$ cat src/hw/rtl/cms_queue.sv
`default_nettype none
module cms_queue #(
	parameter int W     = 8,
	parameter int DEPTH = 2
) (
	input  wire logic         clk,
	input  wire logic         arst_n,
	input  wire logic         push,
	output logic              full,
	input  wire logic [W-1:0] wdata,
	input  wire logic         pop,
	output logic              empty,
	output logic      [W-1:0] rdata
);
	localparam int PW = (DEPTH > 1) ? $clog2(DEPTH) : 1;
	localparam int CNW = $clog2(DEPTH + 1);

	logic [W-1:0]   ent_q [DEPTH];
	logic [PW-1:0]  wp_q, rp_q;
	logic [CNW-1:0] cnt_q;
	logic           do_push, do_pop;

	assign full    = cnt_q == CNW'(DEPTH);
	assign empty   = cnt_q == '0;
	assign do_push = push && !full;
	assign do_pop  = pop && !empty;
	assign rdata   = ent_q[rp_q];

	always_ff @(posedge clk or negedge arst_n) begin
		if (!arst_n) begin
			wp_q  <= '0;
			rp_q  <= '0;
			cnt_q <= '0;
		end else begin
			if (do_push) begin
				wp_q <= (wp_q == PW'(DEPTH - 1)) ? '0 : wp_q + 1'b1;
			end
			if (do_pop) begin
				rp_q <= (rp_q == PW'(DEPTH - 1)) ? '0 : rp_q + 1'b1;
			end
			if (do_push && !do_pop) begin
				cnt_q <= cnt_q + 1'b1;
			end else if (do_pop && !do_push) begin
				cnt_q <= cnt_q - 1'b1;
			end
		end
	end

	always_ff @(posedge clk) begin
		if (do_push) begin
			ent_q[wp_q] <= wdata;
		end
	end
endmodule
`default_nettype wire

$ cat config.mk
export PLATFORM = sky130hd
export DESIGN_NAME = cms_queue
export DESIGN_NICKNAME = d
export VERILOG_FILES = /design/src/hw/rtl/cms_queue.sv
export SDC_FILE = /design/constraint.sdc
export NUM_CORES = 1
export LEC_CHECK = 0
export ABC_AREA = 1
export BUFFER_PORTS_ARGS = -buffer_cell sky130_fd_sc_hd__buf_2
export CORE_MARGIN = 5
export CORE_UTILIZATION = 55
export CTS_BUF_LIST = sky130_fd_sc_hd__clkbuf_2 sky130_fd_sc_hd__clkbuf_4 sky130_fd_sc_hd__clkbuf_8
export DETAILED_ROUTE_END_ITERATION = 7
export PLACE_DENSITY = 0.95
export SYNTH_ARGS = -nofsm -noshare
export SYNTH_HDL_FRONTEND = slang
export SYNTH_SLANG_ARGS = --single-unit
$ cat constraint.sdc
create_clock -name clk -period 3.4 [get_ports clk]
set_clock_uncertainty 0.15 [all_clocks]
set_input_delay 0.68 -clock clk [delete_from_list [all_inputs] [get_ports clk]]
set_output_delay 0.68 -clock clk [all_outputs]
set_load 0.01 [all_outputs]
==> impl_metrics.yaml <==
setup_path:
  worstSetupPathType: "register to output port"
  cp_slowest_stage_delay_ns: 0.56
  worst-path-max-fanout: 10
  critPathRequiredTime_ns: 2.57
  crit_chain: "inv_2 -> nand2_1 -> nand2_1 -> buf_2"
  cp.arrival_ns: 1.31
  endpoint_kind: "output port"
  setup.worst_path.start_class: "register"
  cp_common_cell: "nand2_1"
  slowest_stage: "dfrtp_1"
grt:
  grt_pass1_vias: 556
  grt_util_all_layers: 0.157
  grt_pass1_wl_mm: 2.76
  antenna_found_initial: 0
  grt_max_degree: 13
  overflow: 0
yosys:
  yosysWarnings: 0
  yosys.cell_types.count: 14
  synth-seq-cells: 20
  synth_area_per_cell_um2: 11.1
  synthesis.area_um2: 810
  seq_area_frac_synth: 0.717
  synthesis.nets: 86
  synthCells: 73
placed_design:
  place_hpwl_mm: 1.31
  gp_congestion: 0.755
  port_buffers: 21
  place_inst: 108
power:
  p_int_mw: 0.569
  power_frac_comb: 0.346
  total_leakage_power_nw: 0.473
  power.total_mw: 0.897
  ir_drop_mv: 0.609
  swShare: 0.366
  seqPwrFrac: 0.440
  pwr_density_cell_nw_per_um2: 914
  p_clk_frac: 0.214
  switchingPower_mw: 0.328
clocking:
  numCtsBuffers: 3
  cts_hold_buf: 0
  clk_latency_ns: 0.30
  clk_pin_slew_worst_paths_ns: 0.12
  cts_buffer_depth: 2
  cts_tree: "built"
  ctsResizeCount: 0
  cts_sinks: 20
  cts_root_buf: "clkbuf_4"
  htreeDepth: 1
  cts_setup_buffers: 0
drt:
  drc: 0
  dr.pass1.iters: 4
  drt-total-wl_mm: 1.80
  vias: 628
  drt_iter0_drc: 24
  viasPerCell: 5.61
  postRouteAntennaNets: 0
  wire_per_inst_um: 16.1
floorplan:
  die_h_um: 48.4
  fp.dieW_um: 48.4
  rows: 13
  core_um2: 1350
  pin_count: 22
  fp.dieArea_um2: 2340
  start_util: 0.600
timing:
  hold_viol: 0
  slew_viol_final: 0
  final.min_clock_period_ns: 2.14
  rsz0062_at_grt: "false"
  fin_setup_tns_ns: 0
  fmax_ghz: 0.468
  setup_viol: 0
  period_share: 0.628
  worst_pin_slew_ns: 0.675
  worst_hold_slack_ns: 0.0165
  relSlewSlack: 0.548
min_path:
  hold_class: "primary input to async pin"
finish:
  layout_common_cells: "nand2_1, buf_2, edfxtp_1"
  n_fill_cell: 90
  fin_nets: 111
  drive_above_1_share: 0.289
  syn_to_final_growth_pct: 21.2
  instances_no_fill: 112
  final_common_cell: "nand2_1"
  antenna_cells: 0
status:
  status: "complete, no violations"
run:
  cap_violations: 0
-- area by class of cell --
type | instances | area, um^2 | share of cell area
Clock buffer | 3 | 22.5 | 0.0230
Tap cell | 15 | 18.8 | 0.0191
Inverter | 8 | 30.0 | 0.0306
Multi-Input combinational cell | 44 | 194 | 0.198
Timing Repair Buffer | 21 | 105 | 0.107
Sequential cell | 20 | 581 | 0.592
Clock inverter | 1 | 30.0 | 0.0306
-- cell families after synthesis --
| family | synth area share |
|---|---|
| flip-flops | 0.717 |
| adder cells (fa/ha/maj) | 0.0155 |
| buffers and inverters | 0.0433 |
| XOR/XNOR | 0.0108 |
| AO/OA/AOI/OAI | 0.0124 |
| AND/OR/NAND/NOR | 0.201 |
-- sequential cells by signal, summed over array words and instances (netlist names) --
signal  flops
cnt_q       2
rp_q        1
wp_q        1
ent_q      16
-- synthesized netlist by cell type --
master	number	area, um^2
nand4_1	1	6.26
inv_2	1	3.75
nand3_1	1	5.00
nor2_1	2	7.51
o21ai_0	2	10.0
inv_1	7	26.3
xnor2_1	1	8.76
edfxtp_1	16	480
buf_2	1	5.00
nand3b_1	1	7.51
nor2_2	2	12.5
nand2_1	33	124
dfrtp_1	4	100
ha_1	1	12.5
-- power groups by stage --
| stage | registers [mW] | logic (mW) | clock network [mW] |
|---|---|---|---|
| 6_report | 0.395 | 0.310 | 0.192 |
| 4_1_cts | 0.393 | 0.313 | 0.190 |
| 5_1_grt | 0.403 | 0.341 | 0.200 |
| 3_3_place_gp | 0.388 | 0.275 | 0 |
| 2_1_floorplan | 0.369 | 0.207 | 0 |
| 3_5_place_dp | 0.396 | 0.305 | 0 |
-- worst paths after layout --
path | startpoint | to | slack [ns] | depth (start not counted)
max | rp_q | rdata[7] | 1.26 | 4
min | arst_n | cnt_q[0] | 0.02 | 1
max reg2reg | cnt_q[1] | ent_q[1][5] | 1.65 | 3
min reg2reg | wp_q | wp_q | 0.36 | 2
max in group asynchronous | arst_n | rp_q | 2.96 | 1
min in group clk | wp_q | wp_q | 0.36 | 2
-- stage by stage --
stage | instance area (um^2) | utilization | worst slack [ns]
floorplan | 810 | - | 1.73
global placement | 928 | 0.688 | 1.52
detailed placement | 928 | 0.688 | 1.47
CTS | 981 | 0.727 | 1.26
global route | 981 | 0.727 | 1.17
finish | 981 | 0.727 | 1.26
-- worst max-delay path: cells and delay by family (launching register included) --
family                 cells  cell delay, ns
buffers and inverters      2            0.30
flip-flops                 1            0.56
AND/OR/NAND/NOR            2            0.16
-- per-layer routing --
layer	vias to the layer above	global-route usage	part of all wire
li1	284	-	-
met1	274	0.184	0.36
met2	51	0.254	0.47
met3	19	0.0459	0.094
met4	0	0.0876	0.069
met5	-	0	0
Power figures use the tool's default switching activity.
