### src/hw/rtl/cms_pkg.sv
`default_nettype none
package cms_pkg;

	typedef struct packed {
		logic [10:0] w;
		logic [3:0]  d;
		logic [1:0]  csz;
	} cfg_t;

	localparam logic [31:0] MM_MUL = 32'h5bd1e995;

	localparam logic [1:0] ST_OK    = 2'd0;
	localparam logic [1:0] ST_OVER  = 2'd1;
	localparam logic [1:0] ST_UNDER = 2'd2;

	localparam logic [1:0] REG_ROW_WIDTH = 2'd0;
	localparam logic [1:0] REG_ROW_COUNT = 2'd1;
	localparam logic [1:0] REG_CELL_SIZE = 2'd2;

	localparam logic CMD_INC   = 1'b0;
	localparam logic CMD_QUERY = 1'b1;

	localparam int KEY_BYTES = 8;
	localparam logic [3:0] KLEN_MAX = (KEY_BYTES > 8) ? 4'd8 : 4'(KEY_BYTES);

	function automatic logic [63:0] cell_max(input logic [1:0] csz);
		logic [63:0] m;
		case (csz)
			2'd0: m = 64'h0000_0000_0000_00ff;
			2'd1: m = 64'h0000_0000_0000_ffff;
			2'd2: m = 64'h0000_0000_ffff_ffff;
			default: m = 64'h7fff_ffff_ffff_ffff;
		endcase
		return m;
	endfunction

	function automatic logic [63:0] cell_mask(input logic [1:0] csz);
		logic [63:0] m;
		case (csz)
			2'd0: m = 64'h0000_0000_0000_00ff;
			2'd1: m = 64'h0000_0000_0000_ffff;
			2'd2: m = 64'h0000_0000_ffff_ffff;
			default: m = 64'hffff_ffff_ffff_ffff;
		endcase
		return m;
	endfunction

endpackage
`default_nettype wire

### src/hw/rtl/cms_front.sv
`default_nettype none
module cms_front #(
	parameter int MAX_ROWS = 8,
	parameter int CW       = 10,
	parameter int RW       = 3
) (
	input  wire logic                     clk,
	input  wire logic                     arst_n,
	input  wire cms_pkg::cfg_t            cfg,
	input  wire logic                     take,
	input  wire logic                     command,
	input  wire logic [63:0]              key,
	input  wire logic [3:0]               key_len,
	input  wire logic [63:0]              delta,
	output logic                          busy,
	output logic                          q_push,
	input  wire logic                     q_full,
	output logic                          q_cmd,
	output logic      [63:0]              q_delta,
	output logic      [MAX_ROWS*CW-1:0]   q_locs
);
	typedef enum logic [9:0] {
		F_IDLE = 10'b00_0000_0001,
		F_KA   = 10'b00_0000_0010,
		F_KB   = 10'b00_0000_0100,
		F_HI   = 10'b00_0000_1000,
		F_HB   = 10'b00_0001_0000,
		F_TL   = 10'b00_0010_0000,
		F_FN   = 10'b00_0100_0000,
		F_DS   = 10'b00_1000_0000,
		F_DV   = 10'b01_0000_0000,
		F_PUSH = 10'b10_0000_0000
	} fstate_t;

	fstate_t                    state_q;
	logic [63:0]                key_q, delta_q;
	logic [3:0]                 klen_q;
	logic                       cmd_q;
	logic                       blk_q;
	logic [31:0]                kb_q [2];
	logic [31:0]                t_q, h_q, dvd_q;
	logic [1:0]                 b_q;
	logic [RW-1:0]              r_q;
	logic [10:0]                rem_q;
	logic [2:0]                 dcnt_q;
	logic [MAX_ROWS-1:0][CW-1:0] loc_q;

	logic [1:0]  nblk;
	logic [3:0]  klen_c;
	logic [31:0] tail_w, tail_m, mop, prod;
	logic [RW-1:0] dm1;
	logic [11:0] dt;
	logic [10:0] rr;

	assign nblk   = klen_q[3:2];
	assign klen_c = (key_len > cms_pkg::KLEN_MAX) ? cms_pkg::KLEN_MAX : key_len;
	assign dm1    = RW'(cfg.d - 4'd1);
	assign tail_w = nblk[0] ? key_q[63:32] : key_q[31:0];

	always_comb begin
		case (klen_q[1:0])
			2'd1: tail_m = 32'h0000_00ff;
			2'd2: tail_m = 32'h0000_ffff;
			2'd3: tail_m = 32'h00ff_ffff;
			default: tail_m = 32'h0;
		endcase
	end

	always_comb begin
		case (state_q)
			F_KA: mop = blk_q ? key_q[63:32] : key_q[31:0];
			F_KB: mop = t_q ^ (t_q >> 24);
			F_TL: mop = h_q ^ (tail_w & tail_m);
			F_FN: mop = h_q ^ (h_q >> 13);
			default: mop = h_q;
		endcase
		prod = mop * cms_pkg::MM_MUL;
	end

	always_comb begin
		rr = rem_q;
		for (int i = 0; i < 4; i++) begin
			dt = {rr, dvd_q[31-i]};
			rr = (dt >= {1'b0, cfg.w}) ? 11'(dt - {1'b0, cfg.w}) : dt[10:0];
		end
	end

	assign busy    = state_q != F_IDLE;
	assign q_push  = (state_q == F_PUSH) && !q_full;
	assign q_cmd   = cmd_q;
	assign q_delta = delta_q;
	assign q_locs  = loc_q;

	always_ff @(posedge clk or negedge arst_n) begin
		if (!arst_n) begin
			state_q <= F_IDLE;
			blk_q   <= 1'b0;
			b_q     <= '0;
			r_q     <= '0;
			dcnt_q  <= '0;
		end else begin
			case (state_q)
				F_IDLE: begin
					if (take) begin
						blk_q   <= 1'b0;
						r_q     <= '0;
						state_q <= (klen_c[3:2] != 2'd0) ? F_KA : F_HI;
					end
				end
				F_KA: state_q <= F_KB;
				F_KB: begin
					if ({1'b0, blk_q} == nblk - 2'd1) begin
						state_q <= F_HI;
					end else begin
						blk_q   <= 1'b1;
						state_q <= F_KA;
					end
				end
				F_HI: begin
					b_q     <= '0;
					state_q <= F_HB;
				end
				F_HB: begin
					if (b_q == nblk) begin
						state_q <= F_TL;
					end else begin
						b_q <= b_q + 2'd1;
					end
				end
				F_TL: state_q <= F_FN;
				F_FN: state_q <= F_DS;
				F_DS: begin
					dcnt_q  <= '0;
					state_q <= F_DV;
				end
				F_DV: begin
					dcnt_q <= dcnt_q + 3'd1;
					if (dcnt_q == 3'd7) begin
						if (r_q == dm1) begin
							state_q <= F_PUSH;
						end else begin
							r_q     <= r_q + 1'b1;
							state_q <= F_HI;
						end
					end
				end
				F_PUSH: begin
					if (!q_full) begin
						state_q <= F_IDLE;
					end
				end
				default: state_q <= F_IDLE;
			endcase
		end
	end

	always_ff @(posedge clk) begin
		case (state_q)
			F_IDLE: begin
				if (take) begin
					key_q   <= key;
					klen_q  <= klen_c;
					cmd_q   <= command;
					delta_q <= delta;
				end
			end
			F_KA: t_q <= prod;
			F_KB: kb_q[blk_q] <= prod;
			F_HI: h_q <= 32'(r_q) ^ {28'd0, klen_q};
			F_HB: begin
				if (b_q != nblk) begin
					h_q <= prod ^ kb_q[b_q[0]];
				end
			end
			F_TL: begin
				if (klen_q[1:0] != 2'd0) begin
					h_q <= prod;
				end
			end
			F_FN: h_q <= prod;
			F_DS: begin
				dvd_q <= h_q ^ (h_q >> 15);
				rem_q <= '0;
			end
			F_DV: begin
				rem_q <= rr;
				dvd_q <= dvd_q << 4;
				if (dcnt_q == 3'd7) begin
					loc_q[r_q] <= CW'(rr);
				end
			end
			default: ;
		endcase
	end
endmodule
`default_nettype wire

### config.mk
export PLATFORM = sky130hd
export DESIGN_NAME = cms_front
export DESIGN_NICKNAME = d
export VERILOG_FILES = /design/src/hw/rtl/cms_pkg.sv /design/src/hw/rtl/cms_front.sv
export SDC_FILE = /design/constraint.sdc
export NUM_CORES = 1
export LEC_CHECK = 0
export ABC_AREA = 1
export ABC_CLOCK_PERIOD_IN_PS = 22800
export BUFFER_PORTS_ARGS = -buffer_cell sky130_fd_sc_hd__buf_2
export CAP_MARGIN = 10
export CORE_MARGIN = 1.5
export CORE_UTILIZATION = 40
export CTS_CLUSTER_SIZE = 40
export DETAILED_ROUTE_END_ITERATION = 10
export PLACE_DENSITY = 0.55
export SYNTH_ARGS = -nofsm -noshare
export SYNTH_HDL_FRONTEND = slang
export SYNTH_SLANG_ARGS = --single-unit
### constraint.sdc
create_clock -name clk -period 22.8 [get_ports clk]
set_input_delay 1.14 -clock clk [delete_from_list [all_inputs] [get_ports clk]]
set_output_delay 1.14 -clock clk [all_outputs]
set_load 0.005 [all_outputs]
==> results_dict.tcl, run 1 <==
set metrics [dict create \
    status "completed" \
    slowest_stage "o21ai_0" \
    io_pins 301 \
    hold_buffers 0 \
    vias 20800 \
    hold_start "dcnt_q[2]" \
    postLayoutCoreUtil_pct 46.1 \
    synth_nets 3363 \
    yosys.area_share.simple_pct 12.4 \
    cts-buffers-inserted 39 \
    ys_ff_latch 403 \
    post-dp-hpwl_um 65000 \
    cts_tree "done" \
    grtUsageMet3_pct 3.73 \
    fin_nets 3676 \
    final-hold-violation-count 0 \
    drt-initial-drc-count 1796 \
    final_cell_mix "512 x inv_1, 495 x nand2_1, 384 x edfxtp_1" \
    grtUsageMet2_pct 35.9 \
    synth_cell_types 56 \
    cts_resized 0 \
    syn_area_um2 28300 \
    clock_latency_ns 0.55 \
    synth_top_family_by_area "adder cells" \
    synthAdderAreaFrac_pct 24.7 \
    grtUsageTotal_pct 22.7 \
    ys.warnings.count 0 \
    min_delay_path_depth 1 \
    die_h_um 269 \
    start_util_pct 40.5 \
    met1_usage_pct 32.3 \
    antenna_found_initial 2 \
    finalCritPeriodShare_pct 44.2 \
    multi_input_area_um2 14200 \
    drive_above_1_share_pct 15.4 \
    wl_um 82600 \
    muxShareOfSynthArea_pct 1.24 \
    route.detailed.drc 0 \
    gp_congestion 0.912 \
    synth_compound_area_share_pct 7.32 \
    fin_setup_tns_ns 0 \
    grt_max_degree 67 \
    slew_headroom_pct 16.8 \
    clock_sinks 403 \
    worst_pin_slew_ns 1.24 \
    synth_area_per_cell_um2 10.3 \
    antennaDiodeCount 0 \
    area_delta_synth_final_pct 14.0 \
    crit_type "register to register" \
    synth_xor_xnor_area_share_pct 4.05 \
    die_w_um 269 \
    final_max_slew_viol_count 0 \
    setup_violations 0 \
    ff2ff_path_depth 32 \
    grt_first_pass_wirelength_um 125000 \
    layout_commonest_cell "inv_1" \
    cp-end-kind "register" \
    r2r_end "h_q[30]" \
    busiest_layer "met2" \
    wl_per_cell_um 20.4 \
    synth_cells 2760 \
    async_flop_share_pct 4.71 \
    cap_violations 0 \
    max_stage_delay_ns 0.72 \
    io_buffers 297 \
    via_per_inst 5.13 \
    synth_edf_count 384 \
    critPathMaxFanout 16 \
    cts_setup_buffers 0 \
    antenna_left 0 \
    hold_path.class "register to register" \
    skew_ns 0.0235 \
    grt_setup_unrepaired "false" \
    htree_levels 2 \
    core_region_area_um2 70000 \
    dieArea_um2 72400 \
    num-fill-cells 6671 \
    clock-root-buffer "clkbuf_16" \
    period_needed_ns 10.09 \
    fmax_mhz 99.1 \
    critPathRequiredTime_ns 23.10 \
    grt_pass1_vias 20700 \
    rows 97 \
    synth_ff_type "edfxtp_1" \
    r2r_slack_ns 12.71 \
    hold_end "dcnt_q[2]" \
    path_clk_slew_ns 0.07 \
    rr_startpoint "state_q[0]" \
    arrival_ns 10.39 \
    seq_area_um2 12000 \
    start_kind "register" \
    yosysSeqAreaShare_pct 42.4 \
    first_pass_iters 5 \
    clk_path_buf_depth 3 \
    grt_remaining_overflow 0 \
]
## cell usage after synthesis, types with 3 or more instances
cell type	number	area, um2
nor3_1	21	105
dfrtp_1	18	450
a21oi_1	106	531
o2111ai_1	9	78.8
nand2_1	496	1860
nor2_4	10	113
nand4_1	19	119
a21o_1	5	37.5
nor2_2	12	75.1
o311ai_0	6	52.6
a31oi_1	15	93.8
nor4_1	8	50.1
a2111o_1	3	33.8
a32oi_1	7	61.3
o31ai_1	13	97.6
nand3_2	7	70.1
o21ai_1	12	60.1
nor2_1	125	469
nand3b_1	6	45.0
o22ai_1	11	68.8
o21a_1	6	45.0
edfxtp_1	384	11500
buf_2	7	35.0
nand2_4	4	45.0
buf_4	5	37.5
o21ai_2	4	35.0
mux2i_1	35	350
inv_1	512	1920
o21bai_1	6	45.0
xor2_1	69	604
a221oi_1	7	61.3
nand3_1	72	360
clkbuf_1	31	116
buf_1	8	30.0
buf_6	4	45.0
or2_2	16	100
o211ai_1	3	22.5
nand2_2	13	81.3
ha_1	264	3300
o21ai_0	128	641
xnor2_1	62	543
inv_2	6	22.5
a211oi_1	3	22.5
fa_1	185	3700
## worst max-delay path, delay by kind of cell, from the launching register on
family / cells / cell delay [ns]
xor+xnor: 1 / 0.34
compound gates: 5 / 1.79
buf+inv: 7 / 1.13
flops: 1 / 0.57
fa+ha+maj: 9 / 4.30
simple gates: 10 / 1.70
## kinds of logic after synthesis
| family | after synthesis |
|---|---|
| muxes | 35 |
| adders and majority gates | 449 |
| and+or+nand+nor | 813 |
| DFF | 403 |
| buffers and inverters | 575 |
| xor gates and xnor gates | 131 |
| AOI/OAI and AO/OA | 354 |
## through the flow
stage | worst slack [ns] | std cells | hold WS, ns | area [um2]
3_5_place_dp | 12.48 | 3972 | 0.493 | 31000
6_report | 12.71 | 4042 | 0.506 | 32300
3_3_place_gp | 12.67 | 3972 | 0.485 | 31000
4_1_cts | 12.87 | 4042 | 0.516 | 32300
2_1_floorplan | 14.48 | 2760 | 0.468 | 28300
5_1_grt | 12.05 | 4042 | 0.530 | 32300
## sequential cells by signal (all words and copies together), names as in the netlist
register	count
dcnt_q	3
t_q	32
blk_q	1
kb_q	64
q_locs	80
rem_q	11
klen_q	4
dvd_q	32
q_cmd	1
b_q	2
key_q	64
state_q	10
r_q	3
q_delta	64
h_q	32
## metal layers
metal / vias up / routed length [um]
met5: - / 20
met4: 2 / 2240
met3: 120 / 5850
met2: 745 / 37100
met1: 10100 / 37300
li1: 9747 / -
## how the worst max path moves through the flow
stage | endpoint | depth (start not counted) | slack (ns) | start
floorplan | h_q[29] | 31 | 14.48 | klen_q[2]
global placement | q_locs[10] | 42 | 12.67 | cfg[6]
CTS | h_q[30] | 32 | 12.87 | state_q[0]
finish | h_q[30] | 32 | 12.71 | state_q[0]
detailed placement | q_locs[50] | 42 | 12.48 | cfg[6]
global route | q_locs[70] | 42 | 12.05 | cfg[11]
## layout make-up
class                   count  area share, %
multi-input cells        1782           43.9
flip-flops and latches    403           37.2
inverters                 520           6.05
repair buffers            327           5.30
well taps                 940           3.64
clock buffers              45           3.22
clock inverters            25          0.697
Power of run 1 is left out: the tool's default activity adds up to more than one toggle a clock period on the data nets, which glitch-free logic cannot reach.
==> run 2, diff against run 1 <==
ABC_CLOCK_PERIOD_IN_PS = 8109   (was 22800)
PLACE_DENSITY = 0.57   (was 0.55)
clock period = 8.11 ns   (was 22.8 ns; I/O delays follow)
==> run 2 against run 1 <==
Maximum frequency is 28% higher. Highest routed layer unchanged. Flip-flop and latch count unchanged. Register-to-register slack lost 12 ns. Via count is 6.5% higher. Hold slack lost 0.47 ns. Design area increased by 11%. Critical path depth increased by 1. Final cell count increased by 9.1%. Utilization rose by 5.1 points. Clock-buffer cell count unchanged. Critical endpoint is now kb_q[0][29].
==> results_dict.tcl, run 2 (same netlist as run 1, synthesis figures left out) <==
set metrics [dict create \
    critPathMaxFanout 4 \
    fin_setup_tns_ns 0 \
    wl_per_cell_um 20.2 \
    drive_above_1_share_pct 27.9 \
    area_delta_synth_final_pct 26.7 \
    start_kind "register" \
    slew_headroom_pct 25.1 \
    core_region_area_um2 70000 \
    start_util_pct 40.5 \
    clk_path_buf_depth 3 \
    period_needed_ns 7.90 \
    dieArea_um2 72400 \
    io_buffers 297 \
    final_cell_mix "496 x inv_1, 479 x nand2_1, 384 x edfxtp_1" \
    skew_ns 0.0162 \
    status "completed" \
    cts-buffers-inserted 39 \
    max_stage_delay_ns 0.54 \
    setup_violations 0 \
    arrival_ns 8.20 \
    grtUsageTotal_pct 24.3 \
    final-hold-violation-count 0 \
    antenna_left 0 \
    fmax_mhz 127 \
    die_h_um 269 \
    clock_latency_ns 0.54 \
    wl_um 89000 \
    rr_startpoint "state_q[3]" \
    vias 22100 \
    layout_commonest_cell "inv_1" \
    post-dp-hpwl_um 71600 \
    grt_remaining_overflow 0 \
    cts_tree "done" \
    die_w_um 269 \
    fin_nets 4043 \
    slowest_stage "fa_1" \
    via_per_inst 5.01 \
    io_pins 301 \
    route.detailed.drc 0 \
    worst_pin_slew_ns 1.12 \
    critPathRequiredTime_ns 8.41 \
    drt-initial-drc-count 1820 \
    antenna_found_initial 18 \
    crit_type "register to register" \
    rows 97 \
    first_pass_iters 6 \
    hold_start "key[60]" \
    grt_first_pass_wirelength_um 134000 \
    gp_congestion 0.948 \
    grt_pass1_vias 22500 \
    cap_violations 0 \
    finalCritPeriodShare_pct 97.4 \
    cp-end-kind "register" \
    path_clk_slew_ns 0.08 \
    cp-startpoint "state_q[3]" \
    hold_path.class "input port to register" \
    largest_register_ffs 80 \
    grt_max_degree 70 \
    htree_levels 2 \
    clock-root-buffer "clkbuf_16" \
    num-fill-cells 6361 \
    final_max_slew_viol_count 0 \
    clock_sinks 403 \
]
==> run 2: changes by cell type in the layout (fill, tap and decap cells not counted), sizes merged <==
cell / previous run / this run
nor2: 147 / 148
clkinvlp: 4 / 5
dlygate4sd3: 0 / 1
diode: 0 / 4
buf: 327 / 692
inv: 524 / 517
clkinv: 14 / 17
==> run 2: layout make-up <==
| cell class | count | area [um2] | area share (%) |
|---|---|---|---|
| clock inverter | 22 | 195 | 0.544 |
| antenna | 4 | 10.0 | 0.0279 |
| sequential | 403 | 12000 | 33.5 |
| inverter | 520 | 1970 | 5.50 |
| tap | 940 | 1180 | 3.28 |
| multi-input combinational | 1783 | 14900 | 41.5 |
| clock buffer | 45 | 1040 | 2.90 |
| timing repair buffer | 693 | 4580 | 12.8 |
==> run 2: final timing paths <==
kind                               end  slack (ns)  cells after the start
setup reg to reg           kb_q[0][29]        0.21                     33
max in group asynchronous   state_q[0]        7.36                      2
hold reg to reg              dcnt_q[0]        0.51                      1
setup / recovery           kb_q[0][29]        0.21                     33
min in group asynchronous   state_q[5]        0.41                      2
hold / removal               key_q[60]        0.04                      1
==> run 2: per-stage QoR <==
stage          area, um2  setup WS [ns]  hold slack, ns  utilization, %  instances
6_report           35900          0.212          0.0376            51.2       4410
5_1_grt            35900        -0.0459          0.0212            51.2       4407
4_1_cts            35000        -0.0105          0.0191            49.9       4380
3_5_place_dp       33600         -0.254           0.374            48.0       4307
3_3_place_gp       33600         -0.165           0.377            48.0       4307
2_1_floorplan      28300         0.0383           0.110               -       2760
==> run 2: metal layers <==
metal	up-vias	wire length (um)	GRT usage, %
li1	10500	-	-
met1	10700	38000	33.2
met2	743	40600	38.4
met3	159	6810	4.97
met4	18	3470	8.65
met5	-	89	0
==> run 2: what timing repair did <==
item,CTS,global route
pin swaps,6,59
hold buffers,1,0
gates cloned,0,1
endpoints found under the setup margin,26,140
buffers inserted,5,25
gates resized for setup,18,169
hold endpoints to repair,18,0
==> run 2: worst max-delay path: cells and delay by family (launching register included) <==
kind            cells  cell delay (ns)
fa+ha+maj           9             3.97
flops               1             0.44
xor+xnor            1             0.18
compound gates      5             0.64
simple gates        8             1.19
buf+inv            10             1.26
Power of run 2 is left out for the same reason.
==> run 3, diff against run 2 <==
ABC_AREA = unset   (was 1)
CORE_MARGIN = unset   (was 1.5)
==> run 3 against run 2 <==
The flow now finishes with violations (setup timing). Die area shrank 4.4%. Via count shrank 9.8%. Synthesized cell count shrank 17%. First-iteration DRC count shrank 13%. Utilization grew 1.4 points. Clock skew grew 0.00080 ns. Clock-buffer cell count grew 7. Maximum frequency shrank 7.6%. Non-clock buffer count grew 29. Critical endpoint is now h_q[31].
==> results_dict.tcl, run 3 <==
set metrics [dict create \
    start_kind "register" \
    violations "setup timing" \
    final-hold-violation-count 0 \
    largest_register_ffs 80 \
    final_max_slew_viol_count 0 \
    io_buffers 297 \
    io_pins 301 \
    first_pass_iters 7 \
    status "complete, but fails checks" \
    finalCritPeriodShare_pct 105 \
    slew_headroom_pct 35.4 \
    drt-initial-drc-count 1584 \
    path_clk_slew_ns 0.07 \
    multi_input_area_um2 14600 \
    layout_commonest_cell "edfxtp_1" \
    fin_ws_ns -0.435 \
    worst_pin_slew_ns 0.968 \
    antenna_left 0 \
    cp-end-kind "register" \
    synth_cells 2291 \
    async_flop_share_pct 4.71 \
    synth_area_per_cell_um2 11.9 \
    gp_congestion 0.951 \
    synth_edf_count 384 \
    setup_violations 41 \
    fin_nets 3597 \
    clock_latency_ns 0.54 \
    crit_type "register to register" \
    ys.warnings.count 0 \
    start_util_pct 40.6 \
    grt_setup_unrepaired "true" \
    rows 95 \
    ys_ff_latch 403 \
    syn_area_um2 27300 \
    core_region_area_um2 67300 \
    arrival_ns 8.81 \
    cts_tree "done" \
    fin_setup_tns_ns -8.99 \
    synth.top_cell.area_share_pct 42.3 \
    seq_area_um2 12000 \
    synthTopCellsByCount "384 x edfxtp_1, 358 x inv_1, 264 x ha_1" \
    cts-buffers-inserted 39 \
    num-fill-cells 5883 \
    area_delta_synth_final_pct 29.9 \
    clock-root-buffer "clkbuf_16" \
    clk_path_buf_depth 3 \
    die_h_um 263 \
    grt_first_pass_wirelength_um 124000 \
    die_w_um 263 \
    slowest_stage "or4_4" \
    drive_above_1_share_pct 32.9 \
    period_needed_ns 8.54 \
    fmax_mhz 117 \
    grt_pass1_vias 20900 \
    critPathRequiredTime_ns 8.38 \
    design_area_um2 35400 \
    via_per_inst 5.11 \
    ys_top_cells_by_area "edfxtp_1 42%, fa_1 14%, ha_1 12%, inv_1 4.9%, xnor2_1 2.8%" \
    post-dp-hpwl_um 64900 \
    dieArea_um2 69300 \
    cap_violations 0 \
    critPathMaxFanout 7 \
    grt_max_degree 79 \
    synth_area_leader_cell "edfxtp_1" \
    place_area_um2 33100 \
    synth_ff_type "edfxtp_1" \
    clock_sinks 403 \
    wl_um 81200 \
    vias 19900 \
    antenna_found_initial 8 \
    wl_per_cell_um 20.8 \
    skew_ns 0.0170 \
    yosysSeqAreaShare_pct 44.0 \
    yosysMostFrequentCell "edfxtp_1" \
    max_stage_delay_ns 0.59 \
    hold_path.class "input port to register" \
    synth_nets 2894 \
    grt_remaining_overflow 0 \
    route.detailed.drc 0 \
    htree_levels 2 \
    synth_cell_types 76 \
    grtUsageTotal_pct 23.5 \
    final_cell_mix "384 x edfxtp_1, 383 x buf_4, 349 x inv_1" \
]
-- run 3: cell types whose count changed after synthesis, moves of 21 or more --
| cell | change |
|---|---|
| nor2_1 | -28 |
| o21ai_0 | -31 |
| xor2_1 | -21 |
| inv_1 | -154 |
| nand2_1 | -316 |
| a21oi_1 | -34 |
| mux2i_1 | +40 |
| nand3_1 | -55 |
| mux2_2 | +53 |
| xnor2_1 | +24 |
-- run 3: path summary, 6_finish.rpt --
path / startpoint / end / slack, ns / cells after the start
min in group asynchronous: arst_n / state_q[3] / 0.37 / 2
hold / removal: key[43] / key_q[43] / 0.04 / 1
setup / recovery: state_q[3] / h_q[31] / -0.43 / 30
setup reg to reg: state_q[3] / h_q[31] / -0.43 / 30
max in group asynchronous: arst_n / b_q[0] / 7.38 / 2
hold reg to reg: dvd_q[24] / dvd_q[28] / 0.50 / 2
-- run 3: what timing repair did --
action	4_1_cts	5_1_grt
gates resized for setup	104	44
pin swaps	81	31
setup buffers	29	26
hold buffers	1	0
endpoints found under the setup margin	143	150
cloned	1	0
endpoints found under the hold margin	18	0
-- run 3: critical path, delay by kind of cell, from the launching register on --
kind | cells | cell delay, ns
AO/OA/AOI/OAI | 4 | 0.55
XOR/XNOR | 9 | 1.64
adder cells (fa/ha/maj) | 8 | 3.82
buffers and inverters | 5 | 0.57
flip-flops | 1 | 0.38
AND/OR/NAND/NOR | 4 | 1.28
-- run 3: per-stage QoR --
| step | hold slack, ns | worst slack, ns | instances | util [%] |
|---|---|---|---|---|
| after floorplan | 0.110 | -0.188 | 2291 | - |
| after global placement | 0.386 | -0.575 | 3772 | 49.2 |
| after detailed placement | 0.388 | -0.710 | 3772 | 49.2 |
| after CTS | 0.0149 | -0.443 | 3871 | 52.2 |
| after global routing | 0.0249 | -0.753 | 3899 | 52.7 |
| final | 0.0392 | -0.435 | 3899 | 52.7 |
-- run 3: final cells by class --
class / count / share of cell area [%]
diodes: 4 / 0.0282
clock buffers: 52 / 2.98
clock inverters: 17 / 0.621
inverters: 361 / 3.87
multi-input cells: 1467 / 41.3
flip-flops and latches: 403 / 33.9
well taps: 873 / 3.08
repair buffers: 722 / 14.2
-- run 3: logic make-up (layout without fill, tap and decap cells) --
| group | Yosys count | count (layout) | share of synthesized area, % |
|---|---|---|---|
| fa+ha+maj | 449 | 449 | 25.7 |
| simple gates | 431 | 431 | 7.46 |
| buf+inv | 421 | 1152 | 5.86 |
| flops | 403 | 403 | 44.0 |
| compound gates | 322 | 322 | 7.54 |
| xor+xnor | 137 | 137 | 4.53 |
| mux | 128 | 128 | 4.94 |
| other cells | 0 | 4 | 0 |
-- run 3: per-layer routing --
layer  GRT usage, %  up-vias  routed length [um]
li1               -     9329                   -
met1           30.9     9865               34000
met2           39.5      596               39500
met3           4.37      133                5260
met4           6.59        4                2340
met5              0        -                  18
Power of run 3 is left out for the same reason.
